**config.mk**
```make
export PLATFORM = sky130hd
export DESIGN_NAME = prt_queue
export DESIGN_NICKNAME = d
export VERILOG_FILES = /design/src/rtl/prt_pkg.sv /design/src/rtl/prt_queue.sv
export SDC_FILE = /design/constraint.sdc
export NUM_CORES = 1
export LEC_CHECK = 0
export BUFFER_PORTS_ARGS = -buffer_cell sky130_fd_sc_hd__buf_4
export CAP_MARGIN = 5
export CORE_ASPECT_RATIO = 0.6
export CORE_MARGIN = 4
export CORE_UTILIZATION = 52
export CTS_CLUSTER_DIAMETER = 80
export DETAILED_ROUTE_END_ITERATION = 8
export PLACE_DENSITY = 0.79
export SETUP_SLACK_MARGIN = 0.15
export SLEW_MARGIN = 20
export SYNTH_ARGS = -nofsm -noshare
export SYNTH_HDL_FRONTEND = slang
export SYNTH_SLANG_ARGS = --single-unit
```
**constraint.sdc**
```tcl
create_clock -name clk -period 8.15 [get_ports clk]
set_input_delay 1.2225 -clock clk [delete_from_list [all_inputs] [get_ports clk]]
set_output_delay 1.2225 -clock clk [all_outputs]
set_load 0.05 [all_outputs]
```
**src/rtl/prt_pkg.sv**
```systemverilog
// ----------------------------------------------------------------------------
// prt_pkg: shared types and constants of the probe RTT monitor
// Holds the command word passed from front to back, the slot layout, the
// result word, opcodes, register indexes and state machine encodings.
// ----------------------------------------------------------------------------
package prt_pkg;

  // Input opcodes
  localparam logic [1:0] OP_SEND  = 2'd0;
  localparam logic [1:0] OP_ECHO  = 2'd1;
  localparam logic [1:0] OP_CLEAR = 2'd2;

  // Configuration register indexes
  localparam logic CFG_PAUSED     = 1'b0;
  localparam logic CFG_LOSS_LIMIT = 1'b1;

  localparam logic [15:0] LOSS_LIMIT_RST = 16'd20;
  localparam logic [19:0] RTT_CLAMP      = 20'd999999;
  localparam logic [19:0] MIN_NONE       = 20'hFFFFF;
  localparam logic [31:0] SEQ_FIRST      = 32'd1;
  localparam logic [31:0] SEQ_LAST       = 32'hFFFFFFFF;

  // Remainder unit: digits per cycle and number of cycles for a 32-bit number
  localparam int MOD_BITS  = 4;
  localparam int MOD_STEPS = 32 / MOD_BITS;
  localparam int MOD_CW    = $clog2(MOD_STEPS);

  localparam int QUEUE_DEPTH = 2;

  typedef enum logic [1:0] {
    CMD_NOP,
    CMD_SEND,
    CMD_ECHO,
    CMD_CLEAR
  } cmd_kind_t;

  typedef struct packed {
    cmd_kind_t   kind;
    logic [31:0] seq;
    logic [63:0] now;
    logic        ok;
  } cmd_t;

  typedef struct packed {
    logic        valid;
    logic [31:0] tag;
    logic [63:0] stamp;
  } slot_t;

  typedef struct packed {
    logic        sent_valid;
    logic [31:0] sent_seq;
    logic        sample_valid;
    logic [19:0] last_rtt;
    logic [19:0] min_rtt;
    logic [19:0] max_rtt;
    logic [63:0] rtt_sum;
    logic [31:0] tx_total;
    logic [31:0] rx_total;
    logic [31:0] loss;
    logic        loss_alarm;
  } result_t;

  typedef enum logic {
    FR_IDLE,
    FR_MOD
  } front_state_t;

  typedef enum logic [1:0] {
    BK_IDLE,
    BK_CALC,
    BK_DONE,
    BK_SWEEP
  } back_state_t;

endpackage

```
**src/rtl/prt_queue.sv**
```systemverilog
// ----------------------------------------------------------------------------
// prt_queue: short command queue between front and back
// Two-entry FIFO; push and pop may happen in the same cycle.
// ----------------------------------------------------------------------------
module prt_queue
  import prt_pkg::*;
#(
  parameter int WIDTH = 109
) (
  input  logic             clk,
  input  logic             rst_n,
  input  logic             push,
  input  logic [WIDTH-1:0] wdata,
  input  logic             pop,
  output logic [WIDTH-1:0] head,
  output logic             empty,
  output logic             full
);

  localparam int PW = $clog2(QUEUE_DEPTH);
  localparam int CW = $clog2(QUEUE_DEPTH + 1);

  logic [WIDTH-1:0] entry_r [QUEUE_DEPTH];
  logic [PW-1:0]    wr_ptr_r, wr_ptr_nxt;
  logic [PW-1:0]    rd_ptr_r, rd_ptr_nxt;
  logic [CW-1:0]    count_r, count_nxt;

  always_comb begin
    wr_ptr_nxt = wr_ptr_r;
    rd_ptr_nxt = rd_ptr_r;
    count_nxt  = count_r;
    if (push) begin
      wr_ptr_nxt = (wr_ptr_r == PW'(QUEUE_DEPTH - 1)) ? '0 : wr_ptr_r + 1'b1;
    end
    if (pop) begin
      rd_ptr_nxt = (rd_ptr_r == PW'(QUEUE_DEPTH - 1)) ? '0 : rd_ptr_r + 1'b1;
    end
    if (push && !pop) begin
      count_nxt = count_r + 1'b1;
    end else if (pop && !push) begin
      count_nxt = count_r - 1'b1;
    end
  end

  always_ff @(posedge clk) begin
    if (!rst_n) begin
      wr_ptr_r <= '0;
      rd_ptr_r <= '0;
      count_r  <= '0;
    end else begin
      wr_ptr_r <= wr_ptr_nxt;
      rd_ptr_r <= rd_ptr_nxt;
      count_r  <= count_nxt;
    end
  end

  always_ff @(posedge clk) begin
    if (push) begin
      entry_r[wr_ptr_r] <= wdata;
    end
  end

  assign head  = entry_r[rd_ptr_r];
  assign empty = (count_r == '0);
  assign full  = (count_r == CW'(QUEUE_DEPTH));

endmodule

```
* Word level (Yosys, flattened, before mapping)
Memory sizes are Yosys's and may differ from the RTL's. A register that Yosys moved wholly into a read port is not among the register bits. Index checks and enable logic that the tools add are counted.
Storage, ports and cells: logic and storage cells 23, memories 1, flip-flop bits (word level) 4, bits in writable memories 218, input port bits 113, output and inout bits 111
Cells by class: muxes and demuxes 8, add/sub/neg operators 4, equal/unequal tests 1, reduce and logical (&&, ||, !) cells 6
Memory list:
- entry_r | depth 2, width 109, read ports 1, clocked after Yosys merged registers in 1, wr ports 1, line prt_queue.sv:23 | logic [WIDTH-1:0] entry_r [QUEUE_DEPTH];
Operators by type and width (count):
- 1-bit two-way mux | 6
- 2-bit two-way mux | 2
- 1-bit adder (second input constant) | 2
- 2-bit by 1-bit adder with 2-bit output (second input constant) | 1
- 2-bit == test (second input constant) | 1
- 1-bit logical AND | 2
- 1-bit logical NOT | 2
- 2-bit logical NOT | 1
- 2-bit nonzero test | 1
- 2-bit by 1-bit subtractor with 2-bit output (second input constant) | 1

* Longest topological paths before layout
depth after elaboration 4, mapped depth 5, depth with buffers taken out 5

* Least setup slack after synthesis
OpenSTA, ideal clock, no wires.
path type input to register, start point in push, end point mem entry_r[0][0], enable pin, library setup time 591 ps, setup slack 1569 ps, data required time 7559 ps, path buffers 0, arrival 5990 ps, cell stages on the path 1, cell sequence nor2b_1
On the way: cells in the longest elaborated chain, start to end 2
Ends and longest elaborated chain:
- from (decl) | line prt_queue.sv:12 | input logic push,
- 1-bit two-way mux | line prt_queue.sv:58 | if (push) begin
- 1-bit two-way mux (implied by the code) | line prt_queue.sv:59 | entry_r[wr_ptr_r] <= wdata;
- to (decl) | line prt_queue.sv:23
Every way passes these cells.

==> metrics.yaml <==
global_routing:
  grt_overflow: 0
  grtUsageTotal_pct: 17.6
  grt_pass1_wl_um: 24400
  grt_max_degree: 58
  grt_pass1_vias: 4426
  antenna_found_initial: 0
worst_setup_path:
  cp.arrival_ns: 2.73
  crit_cells: 3
  slowest_stage: "dfxtp_4"
  cp_max_fo: 57
  r2r_cells: 2
  worstSetupPathType: "register to output pin"
  cpPeakStageDelay_ns: 0.84
  cp_top_family: "buffers and inverters"
  crit_top_cell: "buf_4"
  endpoint: "head[28]"
  r2r_slack_ns: 5.95
  end_kind: "output pin"
  crit_required_ns: 6.93
  crit_chain: "buf_4, mux2_2, buf_4"
  start_kind: "register"
  reg2reg_to: "entry_r[1][31]$_DFFE_PP_"
  reg2reg_from: "wr_ptr_r$_SDFFE_PN0P_"
  path_buf_inv: 2
timing:
  final.setup.tns_ns: 0
  fmax_mhz: 253
  setup_violations: 0
  skew_ns: 0.0160
  slew_headroom_pct: 47.6
  hold_viol: 0
  post-route-period-util_pct: 48.5
  slew_viol_final: 0
  rsz0062_at_grt: "false"
  worst_pin_slew_ns: 0.786
  setup_ws_ns: 4.20
  period_needed_ns: 3.95
yosys:
  synth_edf_count: 218
  avgSynthCellArea_um2: 22.5
  synth_top_cell_by_area: "edfxtp_1"
  synth_cell_types: 17
  synthTopCellsByCount: "edfxtp_1 (218), mux2_2 (99), mux2_4 (10)"
  synth_area_um2: 8110
  synthMostInstantiatedCell: "edfxtp_1"
  ys_seq_area_share_pct: 82.0
  syn_nets: 475
  synth_top_area_share_pct: 80.8
  synthFlopType: "edfxtp_1"
  synthTopCellsByArea: "edfxtp_1 (81%), mux2_2 (14%), mux2_4 (1.9%)"
  synthArstFlopShare_pct: 0
  synthCells: 361
  yosys_warnings: 0
  ys_ff_latch: 223
placement:
  place_hpwl_um: 10800
  place_congestion: 0.831
  placed_cell_area_um2: 10000
  io_buffers: 223
  dpl_worst_slack_ns: 4.69
final_layout:
  finalNetCount: 713
  final_core_util_pct: 69.4
  drive_above_1_share_pct: 59.6
  n_antenna_cell: 0
  design_area_um2: 10600
  fill_cells: 987
  syn_to_final_growth_pct: 31.1
cts:
  cts_tree: "built"
  cts_resized: 0
  postCtsSetupBuffers: 0
  clk_pin_slew_ns: 0.06
  cts_buffer_depth: 3
  cts_buffers: 21
  clock_latency_ns: 0.49
  cts_root_buf: "clkbuf_16"
  h-tree-depth: 1
  cts_sinks: 223
  cts_hold_buf: 0
drt:
  drcViolationCount: 0
  ant_nets: 0
  drt-total-wl_um: 15800
  wire_per_inst_um: 19.4
  drt-initial-drc-count: 310
  vias: 4137
  viasPerCell: 5.06
  dr.pass1.iters: 4
status:
  status: "finished clean"
floorplan:
  ioPinCount: 224
  std_cell_rows: 35
  die_w_um: 169
  die_area_um2: 17700
  coreArea_um2: 15300
  die_h_um: 105
  start_util_pct: 52.9
power:
  power.density_nw_per_um2: 256
  ir_drop_mv: 0.188
  finalPower_mw: 2.72
  p_leak_nw: 3.99
min_path:
  hp-class: "register to register"
  hp-start: "count_r[1]$_SDFFE_PN0P_"
flow_run:
  cap_violations: 0
## where the power goes
group / leakage (nW) / switching, mW / internal (mW)
logic: 1.60 / 0.302 / 0.170
clock network: 0.304 / 0.387 / 0.509
registers: 2.09 / 0.0253 / 1.33
## tightest hold or removal path, stage by stage (launching register included)
cell      delay (ns)
dfxtp_1         0.33
o21ai_0         0.08
a21boi_1        0.06
## area by class of cell
| class | instances | area (um2) | share of cell area [%] |
|---|---|---|---|
| Timing Repair Buffer | 227 | 1700 | 16.0 |
| Clock buffer | 27 | 548 | 5.15 |
| Multi-Input combinational cell | 125 | 1390 | 13.1 |
| Sequential cell | 223 | 6650 | 62.6 |
| Inverter | 1 | 3.75 | 0.0353 |
| Clock inverter | 11 | 83.8 | 0.789 |
| Tap cell | 203 | 254 | 2.39 |
## through the flow
step | instances | hold slack, ns
floorplan | 361 | 0.466
CTS | 817 | 0.523
global placement | 779 | 0.480
detailed placement | 779 | 0.512
finish | 817 | 0.526
global route | 817 | 0.560
## worst min-delay path by stage
stage / to / depth (start not counted)
final: count_r[1]$_SDFFE_PN0P_ / 2
after global placement: count_r[1]$_SDFFE_PN0P_ / 2
after global routing: count_r[1]$_SDFFE_PN0P_ / 2
after floorplan: count_r[1]$_SDFFE_PN0P_ / 2
after detailed placement: count_r[1]$_SDFFE_PN0P_ / 2
after CTS: count_r[1]$_SDFFE_PN0P_ / 2
## registers in the layout (all words and copies together), names as in the netlist, named ones only
name      cells
count_r       2
rd_ptr_r      1
entry_r     218
wr_ptr_r      1
## cells in the final DEF, fill, tap and decap left out, drive strengths merged
master    netlist  final
dfxtp           5      5
clkbuf          0     27
edfxtp        218    218
o21a            1      1
clkinvlp        0      1
xnor2           1      1
bufinv          0      1
o21ai           1      1
mux2          109    109
buf            12    227
inv             1      2
xor2            2      2
clkinv          0      8
nor2            1      1
or3             1      1
and2            4      4
nor2b           3      3
a21boi          1      1
ha              1      1
## routing by layer
layer  global-route usage (%)  wire length [um]  vias up
met1                     23.8              6580     2017
met4                     3.56               212        0
met5                        0                 0        -
met2                     27.8              7220      186
li1                         -                 -     1916
met3                     6.50              1800       18
## cell families (layout without fill, tap and decap cells)
family / after synthesis / count (layout) / synth area share [%]
multiplexers: 109 / 109 / 15.6
buffers and inverters: 13 / 266 / 1.02
AND/OR/NAND/NOR: 9 / 9 / 0.664
flip-flops: 223 / 223 / 82.0
XOR/XNOR: 3 / 3 / 0.324
adder cells (fa/ha/maj): 1 / 1 / 0.154
AO/OA/AOI/OAI: 3 / 3 / 0.247
No activity file was read; power rests on OpenSTA's default activity.
