[src/rtl/prt_pkg.sv]
// ----------------------------------------------------------------------------
// prt_pkg: shared types and constants of the probe RTT monitor
// Holds the command word passed from front to back, the slot layout, the
// result word, opcodes, register indexes and state machine encodings.
// ----------------------------------------------------------------------------
package prt_pkg;

  // Input opcodes
  localparam logic [1:0] OP_SEND  = 2'd0;
  localparam logic [1:0] OP_ECHO  = 2'd1;
  localparam logic [1:0] OP_CLEAR = 2'd2;

  // Configuration register indexes
  localparam logic CFG_PAUSED     = 1'b0;
  localparam logic CFG_LOSS_LIMIT = 1'b1;

  localparam logic [15:0] LOSS_LIMIT_RST = 16'd20;
  localparam logic [19:0] RTT_CLAMP      = 20'd999999;
  localparam logic [19:0] MIN_NONE       = 20'hFFFFF;
  localparam logic [31:0] SEQ_FIRST      = 32'd1;
  localparam logic [31:0] SEQ_LAST       = 32'hFFFFFFFF;

  // Remainder unit: digits per cycle and number of cycles for a 32-bit number
  localparam int MOD_BITS  = 4;
  localparam int MOD_STEPS = 32 / MOD_BITS;
  localparam int MOD_CW    = $clog2(MOD_STEPS);

  localparam int QUEUE_DEPTH = 2;

  typedef enum logic [1:0] {
    CMD_NOP,
    CMD_SEND,
    CMD_ECHO,
    CMD_CLEAR
  } cmd_kind_t;

  typedef struct packed {
    cmd_kind_t   kind;
    logic [31:0] seq;
    logic [63:0] now;
    logic        ok;
  } cmd_t;

  typedef struct packed {
    logic        valid;
    logic [31:0] tag;
    logic [63:0] stamp;
  } slot_t;

  typedef struct packed {
    logic        sent_valid;
    logic [31:0] sent_seq;
    logic        sample_valid;
    logic [19:0] last_rtt;
    logic [19:0] min_rtt;
    logic [19:0] max_rtt;
    logic [63:0] rtt_sum;
    logic [31:0] tx_total;
    logic [31:0] rx_total;
    logic [31:0] loss;
    logic        loss_alarm;
  } result_t;

  typedef enum logic {
    FR_IDLE,
    FR_MOD
  } front_state_t;

  typedef enum logic [1:0] {
    BK_IDLE,
    BK_CALC,
    BK_DONE,
    BK_SWEEP
  } back_state_t;

endpackage

[src/rtl/prt_front.sv]
// ----------------------------------------------------------------------------
// prt_front: input side of the probe RTT monitor
// Accepts words, assigns sequence numbers and slot indexes, finds the slot of
// an echo and pushes one command per word into the queue.
// ----------------------------------------------------------------------------
module prt_front
  import prt_pkg::*;
#(
  parameter int TABLE_DEPTH = 1024
) (
  input  logic                           clk,
  input  logic                           rst_n,
  input  logic                           in_valid,
  output logic                           in_stall,
  input  logic [1:0]                     in_op,
  input  logic [31:0]                    in_echo_seq,
  input  logic [63:0]                    in_now_us,
  input  logic                           in_send_ok,
  input  logic                           paused,
  input  logic                           sweeping,
  input  logic                           q_full,
  output logic                           q_push,
  output logic [$bits(cmd_t)+$clog2(TABLE_DEPTH)-1:0] q_wdata
);

  localparam int  IW   = $clog2(TABLE_DEPTH);
  localparam bit  POW2 = (TABLE_DEPTH & (TABLE_DEPTH - 1)) == 0;
  localparam logic [IW:0]   DEPTH_W  = (IW + 1)'(TABLE_DEPTH);
  localparam logic [IW-1:0] IDX_LAST = IW'(TABLE_DEPTH - 1);
  localparam logic [IW-1:0] IDX_FIRST = IW'(1);

  front_state_t      state_r, state_nxt;
  logic [31:0]       next_seq_r, next_seq_nxt;
  logic [IW-1:0]     next_idx_r, next_idx_nxt;
  cmd_t              hold_r, hold_nxt;
  logic [31:0]       x_r, x_nxt;
  logic [IW-1:0]     rem_r, rem_nxt;
  logic [MOD_CW-1:0] cnt_r, cnt_nxt;
  logic [IW-1:0]     rem_step;
  logic              accept;
  cmd_t              push_cmd;
  logic [IW-1:0]     push_idx;

  assign in_stall = (state_r != FR_IDLE) || q_full || sweeping;
  assign accept   = in_valid && !in_stall;

  // Four restoring remainder steps on the top digits of the shifting echo
  always_comb begin
    logic [IW:0] r;
    r = {1'b0, rem_r};
    for (int i = 0; i < MOD_BITS; i++) begin
      r = {r[IW-1:0], x_r[31 - i]};
      if (r >= DEPTH_W) begin
        r = r - DEPTH_W;
      end
    end
    rem_step = r[IW-1:0];
  end

  always_comb begin
    state_nxt    = state_r;
    next_seq_nxt = next_seq_r;
    next_idx_nxt = next_idx_r;
    hold_nxt     = hold_r;
    x_nxt        = x_r;
    rem_nxt      = rem_r;
    cnt_nxt      = cnt_r;
    q_push       = 1'b0;
    push_cmd     = '{kind: CMD_NOP, seq: in_echo_seq, now: in_now_us, ok: in_send_ok};
    push_idx     = '0;

    case (state_r)
      FR_IDLE: begin
        if (accept) begin
          case (in_op)
            OP_SEND: begin
              q_push = 1'b1;
              if (!paused) begin
                push_cmd.kind = CMD_SEND;
                push_cmd.seq  = next_seq_r;
                push_idx      = next_idx_r;
                next_seq_nxt  = next_seq_r + 1'b1;
                // the number after the last wraps to zero, whose slot is zero
                if (next_seq_r == SEQ_LAST || next_idx_r == IDX_LAST) begin
                  next_idx_nxt = '0;
                end else begin
                  next_idx_nxt = next_idx_r + 1'b1;
                end
              end
            end
            OP_ECHO: begin
              if (POW2) begin
                q_push        = 1'b1;
                push_cmd.kind = CMD_ECHO;
                push_idx      = in_echo_seq[IW-1:0];
              end else begin
                hold_nxt      = push_cmd;
                hold_nxt.kind = CMD_ECHO;
                x_nxt         = in_echo_seq;
                rem_nxt       = '0;
                cnt_nxt       = '0;
                state_nxt     = FR_MOD;
              end
            end
            OP_CLEAR: begin
              q_push        = 1'b1;
              push_cmd.kind = CMD_CLEAR;
              next_seq_nxt  = SEQ_FIRST;
              next_idx_nxt  = IDX_FIRST;
            end
            default: begin
              q_push = 1'b1;
            end
          endcase
        end
      end
      FR_MOD: begin
        x_nxt   = x_r << MOD_BITS;
        rem_nxt = rem_step;
        cnt_nxt = cnt_r + 1'b1;
        if (cnt_r == MOD_CW'(MOD_STEPS - 1)) begin
          q_push    = 1'b1;
          push_cmd  = hold_r;
          push_idx  = rem_step;
          state_nxt = FR_IDLE;
        end
      end
      default: begin
        state_nxt = FR_IDLE;
      end
    endcase
  end

  assign q_wdata = {push_cmd, push_idx};

  always_ff @(posedge clk) begin
    if (!rst_n) begin
      state_r    <= FR_IDLE;
      next_seq_r <= SEQ_FIRST;
      next_idx_r <= IDX_FIRST;
      cnt_r      <= '0;
    end else begin
      state_r    <= state_nxt;
      next_seq_r <= next_seq_nxt;
      next_idx_r <= next_idx_nxt;
      cnt_r      <= cnt_nxt;
    end
  end

  always_ff @(posedge clk) begin
    hold_r <= hold_nxt;
    x_r    <= x_nxt;
    rem_r  <= rem_nxt;
  end

endmodule

[config.mk]
export PLATFORM = sky130hd
export DESIGN_NAME = prt_front
export DESIGN_NICKNAME = d
export VERILOG_FILES = /design/src/rtl/prt_pkg.sv /design/src/rtl/prt_front.sv
export SDC_FILE = /design/constraint.sdc
export NUM_CORES = 1
export LEC_CHECK = 0
export BUFFER_PORTS_ARGS = -buffer_cell sky130_fd_sc_hd__buf_2
export CORE_UTILIZATION = 39
export CTS_CLUSTER_DIAMETER = 200
export DETAILED_ROUTE_END_ITERATION = 16
export PLACE_DENSITY = 0.88
export SYNTH_ARGS = -nofsm -noshare
export SYNTH_HDL_FRONTEND = slang
export SYNTH_SLANG_ARGS = --single-unit
[constraint.sdc]
create_clock -name clk -period 2.9 [get_ports clk]
set_input_delay 0.725 -clock clk [delete_from_list [all_inputs] [get_ports clk]]
set_output_delay 0.725 -clock clk [all_outputs]
set_load 0.02 [all_outputs]
# After elaboration in Yosys (flattened, before gate mapping)
# Cells that the tools add are included.
dict set report totals {
  regBits 56
  latchBits 0
  ram_bits 0
  romBits 0
  elab_cells 59
  n_memories 0
}
dict set report op_classes {
  addsub 7
  multipliers 0
  n_div 0
  magnitude_cmp 4
  eq_ne 6
  shifts 0
  mux 28
  bitwise_logic 1
  n_reduce_logical 8
}
# cell count
set ops {}
lappend ops {{two-way mux 10 bit} 10}
lappend ops {{two-way mux 99 bit} 1}
lappend ops {{one-hot mux 34 bit (2 select lines)} 1}
lappend ops {{two-way mux 65 bit} 1}
lappend ops {{two-way mux 32 bit} 2}
lappend ops {{one-hot mux 32 bit (2 select lines)} 1}
lappend ops {{one-hot mux 10 bit (2 select lines)} 3}
lappend ops {{greater-or-equal comparator 11 bit (second input constant)} 4}
lappend ops {{subtractor 10 x 1 -> 10 bit (second input constant)} 4}
lappend ops {{two-way mux 34 bit} 1}
lappend ops {{two-way mux 33 bit} 1}
lappend ops {{adder 32 x 1 -> 32 bit (second input constant)} 1}
lappend ops {{equality test 32 bit (second input constant)} 1}
lappend ops {{adder 10 x 1 -> 10 bit (second input constant)} 1}
lappend ops {{equality test 10 bit (second input constant)} 1}
lappend ops {{one-hot mux 2 bit (3 select lines)} 1}
lappend ops {{one-hot mux 1 bit (2 select lines)} 2}
lappend ops {{AND reduction 4 bit} 1}
lappend ops {{adder 3 x 1 -> 3 bit (second input constant)} 1}
lappend ops {{equality test 3 bit (second input constant)} 1}
lappend ops {{logical OR 1 bit} 3}
lappend ops {{two-way mux 1 bit} 3}
lappend ops {{two-way mux 3 bit} 1}
lappend ops {{equality test 2 x 1 -> 1 bit (second input constant)} 1}
lappend ops {{other kinds (7)} 7}

# Depth between registers and ports, before layout
# Gate-level depths: netlist (run 1).
dict set report depth {
  word_depth 10
  ltp_mapped 9
}

# Least setup slack after synthesis (run 1)
# Ideal clock, no wire load.
dict set report synth_path {
  kind {input to output}
  startpoint {input in_op[0]}
  endpoint {output q_wdata[100]}
  arrival_ps 2239
  path_slack_ps -64
  path_stages 7
  path_cell_list {inv_1 ha_1 nor2b_1 clkbuf_1 nand2_1 clkbuf_1 mux2_2}
}
dict set report synth_between {
  elab_chain_len 4
}
# item line
set synth_rtl {}
lappend synth_rtl {{start, declared} prt_front.sv:15} ;# input logic [1:0] in_op,
lappend synth_rtl {{logical NOT 2 bit} prt_front.sv:75} ;# case (in_op)
lappend synth_rtl {{two-way mux 32 bit} prt_front.sv:75}
lappend synth_rtl {{two-way mux 34 bit} prt_front.sv:74} ;# if (accept) begin
lappend synth_rtl {{one-hot mux 34 bit (2 select lines)} prt_front.sv:72} ;# case (state_r)
lappend synth_rtl {{end, declared} prt_front.sv:23} ;# output logic [$bits(cmd_t)+$clog2(TABLE_DEPTH)-1:0] q_wdata
# Every way passes these cells.

# Worst setup path after layout (run 1)
dict set report layout_path {
  startpoint {input in_op[0]}
  endpoint {output q_wdata[97]}
}
# Same word-level chain as after synthesis.

==> impl_summary.md, run 1 <==
Status
The flow ran to the end, and the final reports show no timing, DRC or antenna violations.

Timing
Dividing the final minimum period by the clock period gives between 90% and 100%. For the pin with the worst max-slew slack, the measured transition is roughly 0.82 ns. The smallest setup slack after layout is between 0.04 and 0.05 ns.

The number of endpoints failing setup at the final stage is 0. The clock period could shrink to ~2.9 ns. The total count of hold-check failures in the final report was 0. Between clock sinks in the finished design, the worst skew comes to 0.0161 ns. The summed negative setup slack over all endpoints is 0 ns. The tightest hold path in the finished design has a slack of 0.529 ns.

Static timing analysis puts the maximum clock frequency at about 350 MHz. The final-report max-slew violation count came to 0. The max-slew headroom at the worst pin is between 40% and 50%.

Clock tree
The longest clock path from root to sink contains 2 buffers. The clock buffer count from CTS is 5. TritonCTS built the clock tree. The cell sitting at the root of the clock tree is a clkbuf_8.

The quantity of hold-fixing buffers added after cts is 0. The clock slew seen by the registers of the worst setup and hold paths is 0.10 ns. The number of clock sinks is 46. In this run the number of H-tree levels came out at 2.

The insertion delay to the later sink of the worst-skew pair is between 0.3 and 0.4 ns.

Flow run
The max-cap violation count is 0.

Drt
The number of design-rule violations left by the first detailed-router iteration is roughly 180. The post-detailed-route DRC marker count is 0. The routed via count is ~2900. The post-detailed-route via-to-cell ratio is between 5 and 6.

In the final routed layout, each cell accounts on average for between 15 and 20 um. The total wirelength of the detailed-routed design is 8120 um. The number of detailed-route iterations in the first pass is 5.

The number of routed nets with antenna violations is 0.

Setup path
The category of the critical setup timing path is input pin to output port. STA classifies the critical path startpoint as an input pin. The worst setup path is captured at an output port. In this run the worst path has a maximum fanout of 13. The most critical setup path has its startpoint at in_op[0]. The arrival time at the worst endpoint is between 2 and 2.5 ns. The data required time at the worst endpoint is 2.17 ns. The source of the worst register-to-register timing path is state_r.

Synth
The synthesized netlist contains 40 unique library cells. The mean cell area of the mapped netlist is between 8 and 9 um2. The number of nets produced by synthesis is roughly 500. The number of synthesized register bits is 46. During synthesis, Yosys emitted a total of 0 warnings. Summing the sequential cell areas from Yosys gives between 20% and 30% of the chip area. Synthesis produced slightly below 400 cells. The post-synthesis instance area is approximately 0.0033 mm2.

Layout
For this run, the share of the core covered by cells in the final layout is a little over two fifths. The final-stage net count is 530. The number of diodes is 0. The synthesis-to-layout area growth is 6.55%.

The proportion of layout cells with a drive suffix above 1 is roughly 33%. The filler cells instantiated in the layout total ~800.

Min path
The class of the worst hold path is flop to flop. The source of the worst hold timing path is next_seq_r[24].

GRT
After global routing the overflow that remains totals 0. The initial antenna violation count is 0. The number of global-route vias before repair is 2600.

Entering global routing, the biggest net connects 32 pins. The global-route wire length before repair is about 12000 um. The combined global-route utilization of all metal layers is between 15 and 20%.

Floorplanning
The floorplan has 33 rows. approximately 220 I/O pins were placed. The die covers approximately 0.0088 mm2. The core region is a little over 0.008 mm2.

The starting density of the core is 40.2%. The vertical die dimension is between 90 and 100 um. The horizontal die dimension is about 94 um.

Pwr
Power spread over the standard cell area amounts to 350 mW/mm2. The analysis attributes to cell leakage a power of ~1.4 nW. Across the VDD grid, the largest voltage drop is ~0.19 mV.

Placement
The congestion estimate from routability-driven global placement came to between 0.8 and 0.9. Detailed placement finished with a half-perimeter wire length of 6080 um. The placement-stage worst setup slack is around 0.023 ns. Buffers placed on the I/O ports in this run total 85.
[layer usage]
layer	share of wire (%)	global-route usage (%)	vias to the layer above	wire length, um
met2	50	29.4	116	4050
met5	0	0	-	0
met3	5.9	4.29	21	480
met1	42	21.0	1371	3450
met4	1.7	7.05	0	142
li1	-	-	1354	-
[worst max-delay path, cell delays in order]
cell and delay, ns:
buf_2 0.11, inv_1 0.10, ha_2 0.21, nor2b_2 0.22, nand2_4 0.11, buf_12 0.19
mux2_2 0.27, buf_2 0.16
[synthesized netlist by cell type (all sizes together)]
library cell	number	area (um2)
nor4b	1	15.0
a22oi	10	75.1
clkbuf	14	52.6
and2	4	25.0
a311oi	1	8.76
dfxtp	46	921
nand3	19	100
and4	9	78.8
nor3	8	40.0
nor2b	5	31.3
inv	8	30.0
or4b	1	10.0
mux2	29	327
nor3b	2	15.0
a2111oi	1	27.5
nor2	52	195
nand2	23	86.3
or4	1	7.51
ha	7	87.6
o2111ai	1	8.76
nand2b	2	12.5
mux2i	2	20.0
nand4	13	81.3
nand3b	1	7.51
buf	68	508
and3	1	6.26
o21ai	9	45.0
nor4	9	56.3
a21oi	7	38.8
or3	4	25.0
xor2	11	96.3
a31oi	2	12.5
xnor2	24	210
o211ai	3	22.5
[report_power, final]
group	total, mW	switching (mW)	leakage (nW)	internal [mW]
registers	0.635	0.00266	0.371	0.633
logic	0.177	0.102	0.956	0.0743
clock network	0.413	0.239	0.0447	0.174
[stage by stage]
step	total power, mW	std cells	cell area [um2]
after CTS	1.23	523	3450
after detailed placement	0.824	515	3360
after global placement	0.819	515	3360
after floorplan	0.884	398	3280
after global routing	1.27	524	3500
final	1.22	524	3500
[kinds of logic (layout without fill, tap and decap cells)]
group	count (synthesis)	in the layout	synth area share, %
DFF	46	46	28.0
AOI/OAI and AO/OA	34	34	7.28
xor gates and xnor gates	35	35	9.33
and+or+nand+nor	155	155	24.2
muxes	31	31	10.6
buffers and inverters	90	111	18.0
adders and majority gates	7	7	2.67
[path summary, 6_finish.rpt]
check                   end  slack [ns]  depth (start not counted)
max             q_wdata[97]        0.05                          8
min          next_seq_r[24]        0.53                          2
max reg2reg  next_seq_r[29]        0.58                          6
min reg2reg  next_seq_r[24]        0.53                          2
[area by class of cell]
type / instances / area, um2 / share of cell area [%]
multi-input cells: 262 / 1790 / 51.0
well taps: 105 / 131 / 3.75
repair buffers: 95 / 538 / 15.4
inverters: 8 / 30.0 / 0.858
clock buffers: 5 / 68.8 / 1.97
flip-flops and latches: 46 / 921 / 26.3
clock inverters: 3 / 25.0 / 0.715
[registers in the layout, indices dropped and copies added (netlist names)]
signal and flops:
next_seq_r 32, next_idx_r 10, cnt_r 3, state_r 1
[cells in the final DEF (no fill, tap or decap), types with 3 or more instances in the layout]
cell,netlist,layout
nand2_1,23,22
buf_2,1,85
nand4_1,13,13
and2_1,4,4
or3_1,4,4
o211ai_1,3,3
nor2_1,52,52
and4_1,9,9
nor4_1,9,9
buf_4,65,7
dfxtp_1,46,46
inv_1,8,8
a22oi_1,10,10
xor2_1,11,11
nor2b_1,5,4
mux2_2,29,29
nor3_1,8,8
xnor2_1,24,24
a21oi_1,6,6
nand3_1,18,18
ha_1,7,6
o21ai_0,8,7
clkbuf_8,0,5
[what timing repair did]
item                                    in CTS  in global routing
gates resized for setup                      0                  6
endpoints found under the setup margin       0                 29
setup buffers                                0                  0
No activity file was read; power rests on OpenSTA's default activity.
==> inputs of run 2 (changes only) <==
--- a/config.mk
+++ b/config.mk
@@ -7,6 +7,7 @@
 export LEC_CHECK = 0
 export BUFFER_PORTS_ARGS = -buffer_cell sky130_fd_sc_hd__buf_2
 export CORE_UTILIZATION = 39
+export CTS_BUF_LIST = sky130_fd_sc_hd__clkbuf_16
 export CTS_CLUSTER_DIAMETER = 200
 export DETAILED_ROUTE_END_ITERATION = 16
 export PLACE_DENSITY = 0.88
==> run 2 against run 1 <==
  * Global-route usage rose by 0.50 points
  * Worst setup slack improved by 0.049 ns
  * Sequential power barely moved
  * Cell count did not move
  * Utilization rose by 0.70 points
  * Sequential share of layout area fell by 0.43 points
  * First-iteration DRC count rose by 12%
  * Clock power rose by 41%
  * Largest power group unchanged
  * Highest routed layer unchanged
==> impl_summary.md, run 2 (synthesis gave the netlist of run 1 again) <==
Min path
The destination of the worst hold path is next_seq_r[24]. The hold-critical path depth came to 2 (unchanged). The tightest min-delay check is of the flop to flop type.

The source of the worst hold timing path is next_seq_r[24].

Pwr
The sequential share of power was 45.5% (-6.4 points). The net switching power is 0.364 mW (+5.8%). The worst IR drop on VDD came to 0.236 mV (+26%).

The combinational power share came to 12.8% (-1.6 points). The share of power burned in the clock network is 41.7% (+8.0 points). The share of total power consumed by net switching was 26.1% (-2.0 points).

The static leakage power is 1.40 nW (+1.9%). The total power is 1.40 mW (+14%). The internal power is 1.03 mW (+17%).

The total power per unit cell area is 392 mW/mm2 (+12%).

Drt
The uppermost layer routed is met4. The total wirelength of the detailed-routed design is 8290 um (+2.2%). The number of design-rule violations left by the first detailed-router iteration came to 198 (+12%). The routed via count came to 2871 (+0.31%). The length of routed met3 wiring is 556 um (+16%). The met2 layer wire length in the routed design is 4180 um (+3.3%).

The number of routed nets with antenna violations is 0 (unchanged). The post-detailed-route via-to-cell ratio was 5.48 (+0.31%). The final routed wire length divided by cell count is 15.8 um (+2.2%). The number of detailed-route iterations in the first pass came to 5 (unchanged). The routed length on met1 came to 3440 um (-0.12%). The post-detailed-route DRC marker count was 0 (unchanged).

Timing
Setup repair after global routing left no endpoint under its margin. The total count of hold-check failures in the final report is 0 (unchanged). The worst-margin pin slew came to 0.819 ns (+0.00151 ns). The share of the clock period used by the worst path after layout came to 96.6% (-1.7 points). The final-report max-slew violation count is 0 (unchanged). The minimum period implied by the final worst setup slack was 2.80 ns (-0.0493 ns).

The max-slew headroom at the worst pin is 45.1% (-0.10 points). The timing-limited maximum frequency is 357 MHz (+1.8%). The smallest setup slack after layout was 0.0987 ns (+0.0493 ns).

The setup skew after layout is 0.00867 ns (-0.00745 ns). The summed negative setup slack over all endpoints was 0 ns (unchanged). The number of endpoints failing setup at the final stage was 0 (unchanged).

Setup path
The flop-to-flop setup slack is 0.60 ns (+0.02 ns). The largest driver fanout on the critical path came to 13 (unchanged). The worst setup path is launched from an input pin. The cell count of the worst reg-to-reg path came to 5 (-1). The nature of the critical path endpoint is an output port. The category of the critical setup timing path is input pin to output port. The data required time at the worst endpoint is 2.17 ns (about the same). The arrival time at the worst endpoint was 2.08 ns (-0.05 ns).

The worst register-to-register path ends at next_seq_r[29]. The source of the worst register-to-register timing path is next_seq_r[5].

Placement
The placement-stage worst setup slack came to 0.0232 ns (unchanged). The HPWL reported at the end of detailed placement was 6080 um (unchanged). The weighted congestion reported at the end of routability-driven placement is 0.839 (unchanged). The number of buffers inserted by port buffering was 85 (unchanged).

Layout
The final cell utilization of the core came to 43.5% (+0.70 points). The largest registers in the layout are next_seq_r x32, next_idx_r x10, cnt_r x3. The layout filler cell count is 787 (-1.3%).

The area growth from synthesis to layout is 8.30%. The final-stage net count came to 530 (unchanged). In the layout the commonest cells are 85 x buf_2, 52 x nor2_1, 46 x dfxtp_1, 29 x mux2_2, 24 x xnor2_1. The most common cell after layout, fill and taps aside is buf_2.

The number of diodes is 0 (unchanged). More flip-flops sit in one register than any other, and that register is next_seq_r. The proportion of layout cells with a drive suffix above 1 came to 33.2% (unchanged). The flip-flop count of the largest register, all copies and words added was 32 (unchanged).

GRT
The global-route wire length before repair is 12400 um (+2.3%). The number of global-route vias before repair is 2608 (+0.31%). The initial antenna violation count was 0 (unchanged). The pin count of the biggest net entering global routing is 32 (unchanged). The combined global-route utilization of all metal layers came to 17.9% (+0.50 points).

The aggregate global routing overflow was 0 (unchanged).

Flow run
The max-cap violation count came to 0 (unchanged).

Floorplanning
The starting density of the core was 40.2% (unchanged). The number of top-level pins was 216 (unchanged). The total die area is 0.00879 mm2 (unchanged).

The core outline area is 0.00818 mm2 (unchanged). The count of standard-cell rows was 33 (unchanged). The vertical die dimension was 93.8 um (unchanged). The horizontal die dimension is 93.8 um (unchanged).

Clock tree
The clock buffer count from CTS came to 5 (unchanged). The number of setup buffers added after CTS is 0 (unchanged). The number of clock sinks is 46 (unchanged). The clock slew seen by the registers of the worst setup and hold paths was 0.07 ns (-0.03 ns). TritonCTS built the clock tree.

The number of buffers between clock root and the deepest sink is 2 (unchanged). The number of cells upsized or downsized after cts was 0 (unchanged). The insertion delay to the later sink of the worst-skew pair is 0.29 ns (-0.02 ns). The deepest level of the CTS H-tree came to 2 (unchanged). The quantity of hold-fixing buffers added after cts was 0 (unchanged). The tree is rooted in a clkbuf_16.

Status
The flow ran to the end, and the final reports show no timing, DRC or antenna violations.
==> run 2: metrics by stage <==
step                      hold WS [ns]  instance area, um2  std cells
after floorplan                  0.473                3280        398
after global placement           0.496                3360        515
after detailed placement         0.512                3360        515
after CTS                        0.522                3510        523
after global routing             0.562                3560        524
final                            0.524                3560        524
==> run 2: cell type report <==
class,instances,area [um2],area share [%]
clock inverter,3,25.0,0.703
tap,105,131,3.69
inverter,8,30.0,0.844
sequential,46,921,25.9
multi-input combinational,262,1790,50.3
clock buffer,5,125,3.52
timing repair buffer,95,534,15.0
==> run 2: worst max-delay path by stage <==
stage | start | to | slack (ns) | depth (start not counted)
CTS | in_op[0] | q_wdata[81] | 0.008 | 8
finish | in_op[0] | q_wdata[97] | 0.1 | 8
detailed placement | in_op[0] | q_wdata[81] | 0.02 | 8
global placement | in_op[0] | q_wdata[79] | 0.09 | 8
global route | in_op[0] | q_wdata[89] | 0.02 | 8
floorplan | in_op[0] | q_wdata[100] | -0.06 | 7
==> run 2: power by group through the flow <==
stage | registers [mW] | logic [mW] | clock network, mW
6_report | 0.636 | 0.179 | 0.581
4_1_cts | 0.635 | 0.176 | 0.580
2_1_floorplan | 0.649 | 0.235 | 0
3_5_place_dp | 0.650 | 0.174 | 0
5_1_grt | 0.635 | 0.192 | 0.609
3_3_place_gp | 0.650 | 0.169 | 0
==> run 2: metal layers <==
layer	GRT usage [%]	vias up
met1	21.8	1372
met2	30.0	125
met4	7.82	0
met5	0	-
li1	-	1356
met3	3.96	18
==> run 2: critical path, cell delays in order <==
cell	delay [ns]
buf_2	0.11
inv_1	0.11
ha_2	0.22
nor2b_4	0.18
nand2_4	0.09
buf_12	0.18
mux2_2	0.27
buf_2	0.16
==> inputs of run 3 (changes only) <==
==> config.mk (replaced) <==
export PLATFORM = sky130hd
export DESIGN_NAME = prt_front
export DESIGN_NICKNAME = d
export VERILOG_FILES = /design/src/rtl/prt_pkg.sv /design/src/rtl/prt_front.sv
export SDC_FILE = /design/constraint.sdc
export NUM_CORES = 1
export LEC_CHECK = 0
export CORE_UTILIZATION = 45
export CTS_BUF_LIST = sky130_fd_sc_hd__clkbuf_16
export CTS_CLUSTER_DIAMETER = 200
export DETAILED_ROUTE_END_ITERATION = 16
export DONT_BUFFER_PORTS = 1
export PLACE_DENSITY = 0.72
export SYNTH_ARGS = -nofsm -noshare
export SYNTH_HDL_FRONTEND = slang
export SYNTH_SLANG_ARGS = --single-unit
==> run 3 against run 2 <==
  * Non-clock buffer count decreased by 72
  * Count of clock-buffer cells in the layout unchanged
  * Sequential power about the same
  * Cell count decreased by 15%
  * Via count decreased by 12%
  * Worst setup slack improved by 0.13 ns
  * Clock power increased by 28%
  * First-iteration DRC count decreased by 16%
  * Combinational power decreased by 28%
  * Clock skew decreased by 0.0016 ns
  * Register-to-register slack about the same
  * Largest cell class unchanged
  * Largest power group is now clock
  * Highest routed layer unchanged
==> impl_summary.md, run 3 (synthesis gave the netlist of run 1 again) <==
Status
The flow ran to the end, and the final reports show no timing, DRC or antenna violations.

Drt
The total wirelength of the detailed-routed design is 8170 um (-1.5%). The routed via count came to 2517 (-12%). The number of design-rule violations left by the first detailed-router iteration came to 167 (-16%).

The post-detailed-route DRC marker count was 0 (unchanged). The number of routed nets with antenna violations is 0 (unchanged). The post-detailed-route via-to-cell ratio came to 5.68 (+3.7%). The number of detailed-route iterations in the first pass was 4 (-1). The final routed wire length divided by cell count was 18.4 um (+16%).

Pwr
The static leakage power came to 1.11 nW (-21%). The sequential share of power is 42.2% (-3.3 points). The total power is 1.51 mW (+8.0%). The net switching power is 0.336 mW (-7.5%). The worst IR drop on VDD is 0.262 mV (+11%). The internal power was 1.17 mW (+14%). The share of power burned in the clock network came to 49.4% (+7.7 points). The total power per unit cell area is 468 mW/mm2 (+19%). The combinational power share is 8.5% (-4.3 points). The share of total power consumed by net switching is 22.3% (-3.7 points).

Floorplanning
The number of top-level pins is 216 (unchanged). The count of standard-cell rows is 30 (-9.1%). The total die area is 0.00764 mm2 (-13%).

The starting density of the core is 47.6% (+7.4 points). The horizontal die dimension was 87.4 um (-6.8%). The core outline area is 0.00691 mm2 (-16%). The vertical die dimension is 87.4 um (-6.8%).

Timing
The max-slew headroom at the worst pin came to 44.1% (-1.0 points). The minimum period implied by the final worst setup slack is 2.67 ns (-0.133 ns). The timing-limited maximum frequency came to 375 MHz (+5.0%).

The number of endpoints failing setup at the final stage was 0 (unchanged). Setup repair after global routing left no endpoint under its margin. The share of the clock period used by the worst path after layout is 92.0% (-4.6 points). The worst-margin pin slew is 0.835 ns (+0.0152 ns).

The total count of hold-check failures in the final report is 0 (unchanged). The final-report max-slew violation count is 0 (unchanged). The summed negative setup slack over all endpoints is 0 ns (unchanged). The setup skew after layout is 0.00708 ns (-0.00159 ns).

The final hold slack is 0.512 ns (-0.0119 ns). The smallest setup slack after layout was 0.232 ns (+0.133 ns).

Clock tree
The quantity of hold-fixing buffers added after cts is 0 (unchanged). The number of buffers between clock root and the deepest sink is 2 (unchanged). The number of cells upsized or downsized after cts was 0 (unchanged). The number of setup buffers added after CTS is 0 (unchanged). The clock slew seen by the registers of the worst setup and hold paths is 0.07 ns (about the same). TritonCTS built the clock tree. The insertion delay to the later sink of the worst-skew pair is 0.29 ns (about the same). The deepest level of the CTS H-tree is 2 (unchanged). The clock buffer count from CTS was 5 (unchanged). The number of clock sinks was 46 (unchanged).

The cell sitting at the root of the clock tree is a clkbuf_16.

Setup path
The buffers plus inverters on the worst setup path is 3 (-1). The critical path goes through inv_1 -> ha_1 -> nor2b_1 -> nand2_1 -> buf_12 -> o21ai_0 -> buf_4. The critical path is of the input pin to output port type. The sort of element at the start of the critical path is an input pin.

The capturing point of the worst reg2reg path is next_seq_r[31]. The library cell contributing the largest single delay on the critical path is ha_1. The worst setup path is captured at an output port. The largest driver fanout on the critical path is 27 (+14).

The data required time at the worst endpoint is 2.17 ns (about the same). The largest stage delay on the critical path was 0.23 ns (-0.04 ns). The arrival time at the worst endpoint is 1.94 ns (-0.14 ns). The startpoint identified for the worst register-to-register timing path is next_seq_r[5]. The kind of cell adding the most delay to the critical path is buffers and inverters. The flop-to-flop setup slack is 0.60 ns (about the same). The cell count of the worst reg-to-reg path is 5 (unchanged).

Min path
The worst hold path terminates at next_idx_r[0]. The class of the worst hold path is input pin to flop. The source of the worst hold timing path is rst_n.

The hold-critical path depth was 1 (-1).

GRT
The number of global-route vias before repair is 2327 (-11%). The pin count of the biggest net entering global routing was 32 (unchanged). The global-route wire length before repair is 12200 um (-1.3%). The aggregate global routing overflow is 0 (unchanged).

The initial antenna violation count was 0 (unchanged). The combined global-route utilization of all metal layers was 21.1% (+3.2 points).

Layout
The final-stage net count came to 458 (-14%). The area of the multi-input gates is 0.00177 mm2 (-0.98%). Compared with the post-synthesis result, the final layout area differs by -1.87%. Leaving out fill and tap cells, the most frequent cell in the layout is nor2_1.

More flip-flops sit in one register than any other, and that register is next_seq_r. The flip-flop and latch area is 921 um2 (unchanged). The flip-flop count of the largest register, all copies and words added is 32 (unchanged). Leaving out fill and tap cells, the most frequent cells in the layout are 52 x nor2_1, 46 x dfxtp_1, 29 x mux2_2, 24 x xnor2_1, 23 x nand2_1.

The layout filler cell count is 671 (-15%). The proportion of layout cells with a drive suffix above 1 came to 18.4% (-15 points). The largest registers in the layout are next_seq_r x32, next_idx_r x10, cnt_r x3.

The final cell utilization of the core is 46.7% (+3.2 points). The number of diodes is 0 (unchanged).

Placement
The placement-stage worst setup slack is 0.195 ns (+0.172 ns). The HPWL reported at the end of detailed placement is 6090 um (+0.24%). The weighted congestion reported at the end of routability-driven placement is 0.808 (-3.7%). The number of buffers inserted by port buffering is 0 (-100%).

Flow run
The max-cap violation count was 0 (unchanged).
[run 3: power groups by stage]
stage	logic [mW]	registers [mW]	clock network, mW
global placement	0.125	0.650	0
CTS	0.128	0.635	0.749
global route	0.136	0.635	0.776
detailed placement	0.128	0.650	0
finish	0.128	0.636	0.745
floorplan	0.235	0.649	0
[run 3: per-layer routing]
metal	wire length (um)	share of wire, %	GRT usage, %
met1	3160	39	25.6
met2	4200	51	36.0
met3	635	7.8	4.45
met4	167	2.0	8.79
met5	0	0	0
[run 3: worst max path at each step]
| stage | slack, ns | startpoint | cells past startpoint | endpoint |
|---|---|---|---|---|
| 2_1_floorplan | -0.06 | in_op[0] | 7 | q_wdata[100] |
| 3_3_place_gp | 0.26 | in_op[0] | 7 | q_wdata[90] |
| 3_5_place_dp | 0.20 | in_op[0] | 7 | q_wdata[90] |
| 4_1_cts | 0.19 | in_op[0] | 7 | q_wdata[90] |
| 5_1_grt | 0.12 | in_op[0] | 7 | q_wdata[90] |
| 6_report | 0.23 | in_op[0] | 7 | q_wdata[90] |
[run 3: through the flow]
stage	instance area (um2)	cells
6_report	3220	443
5_1_grt	3220	443
4_1_cts	3220	443
3_5_place_dp	3030	435
3_3_place_gp	3030	435
2_1_floorplan	3280	398
[run 3: area by class of cell]
| type | instances | share of cell area (%) |
|---|---|---|
| Multi-Input combinational cell | 262 | 55.0 |
| Sequential cell | 46 | 28.6 |
| Timing Repair Buffer | 23 | 5.75 |
| Clock buffer | 5 | 3.88 |
| Tap cell | 96 | 3.73 |
| Clock inverter | 3 | 2.14 |
| Inverter | 8 | 0.932 |
[run 3: worst reg2reg max path: cells and delay by family, from the launching register on]
family	cells	cell delay [ns]
xor+xnor	1	0.17
simple gates	4	1.59
flops	1	0.44
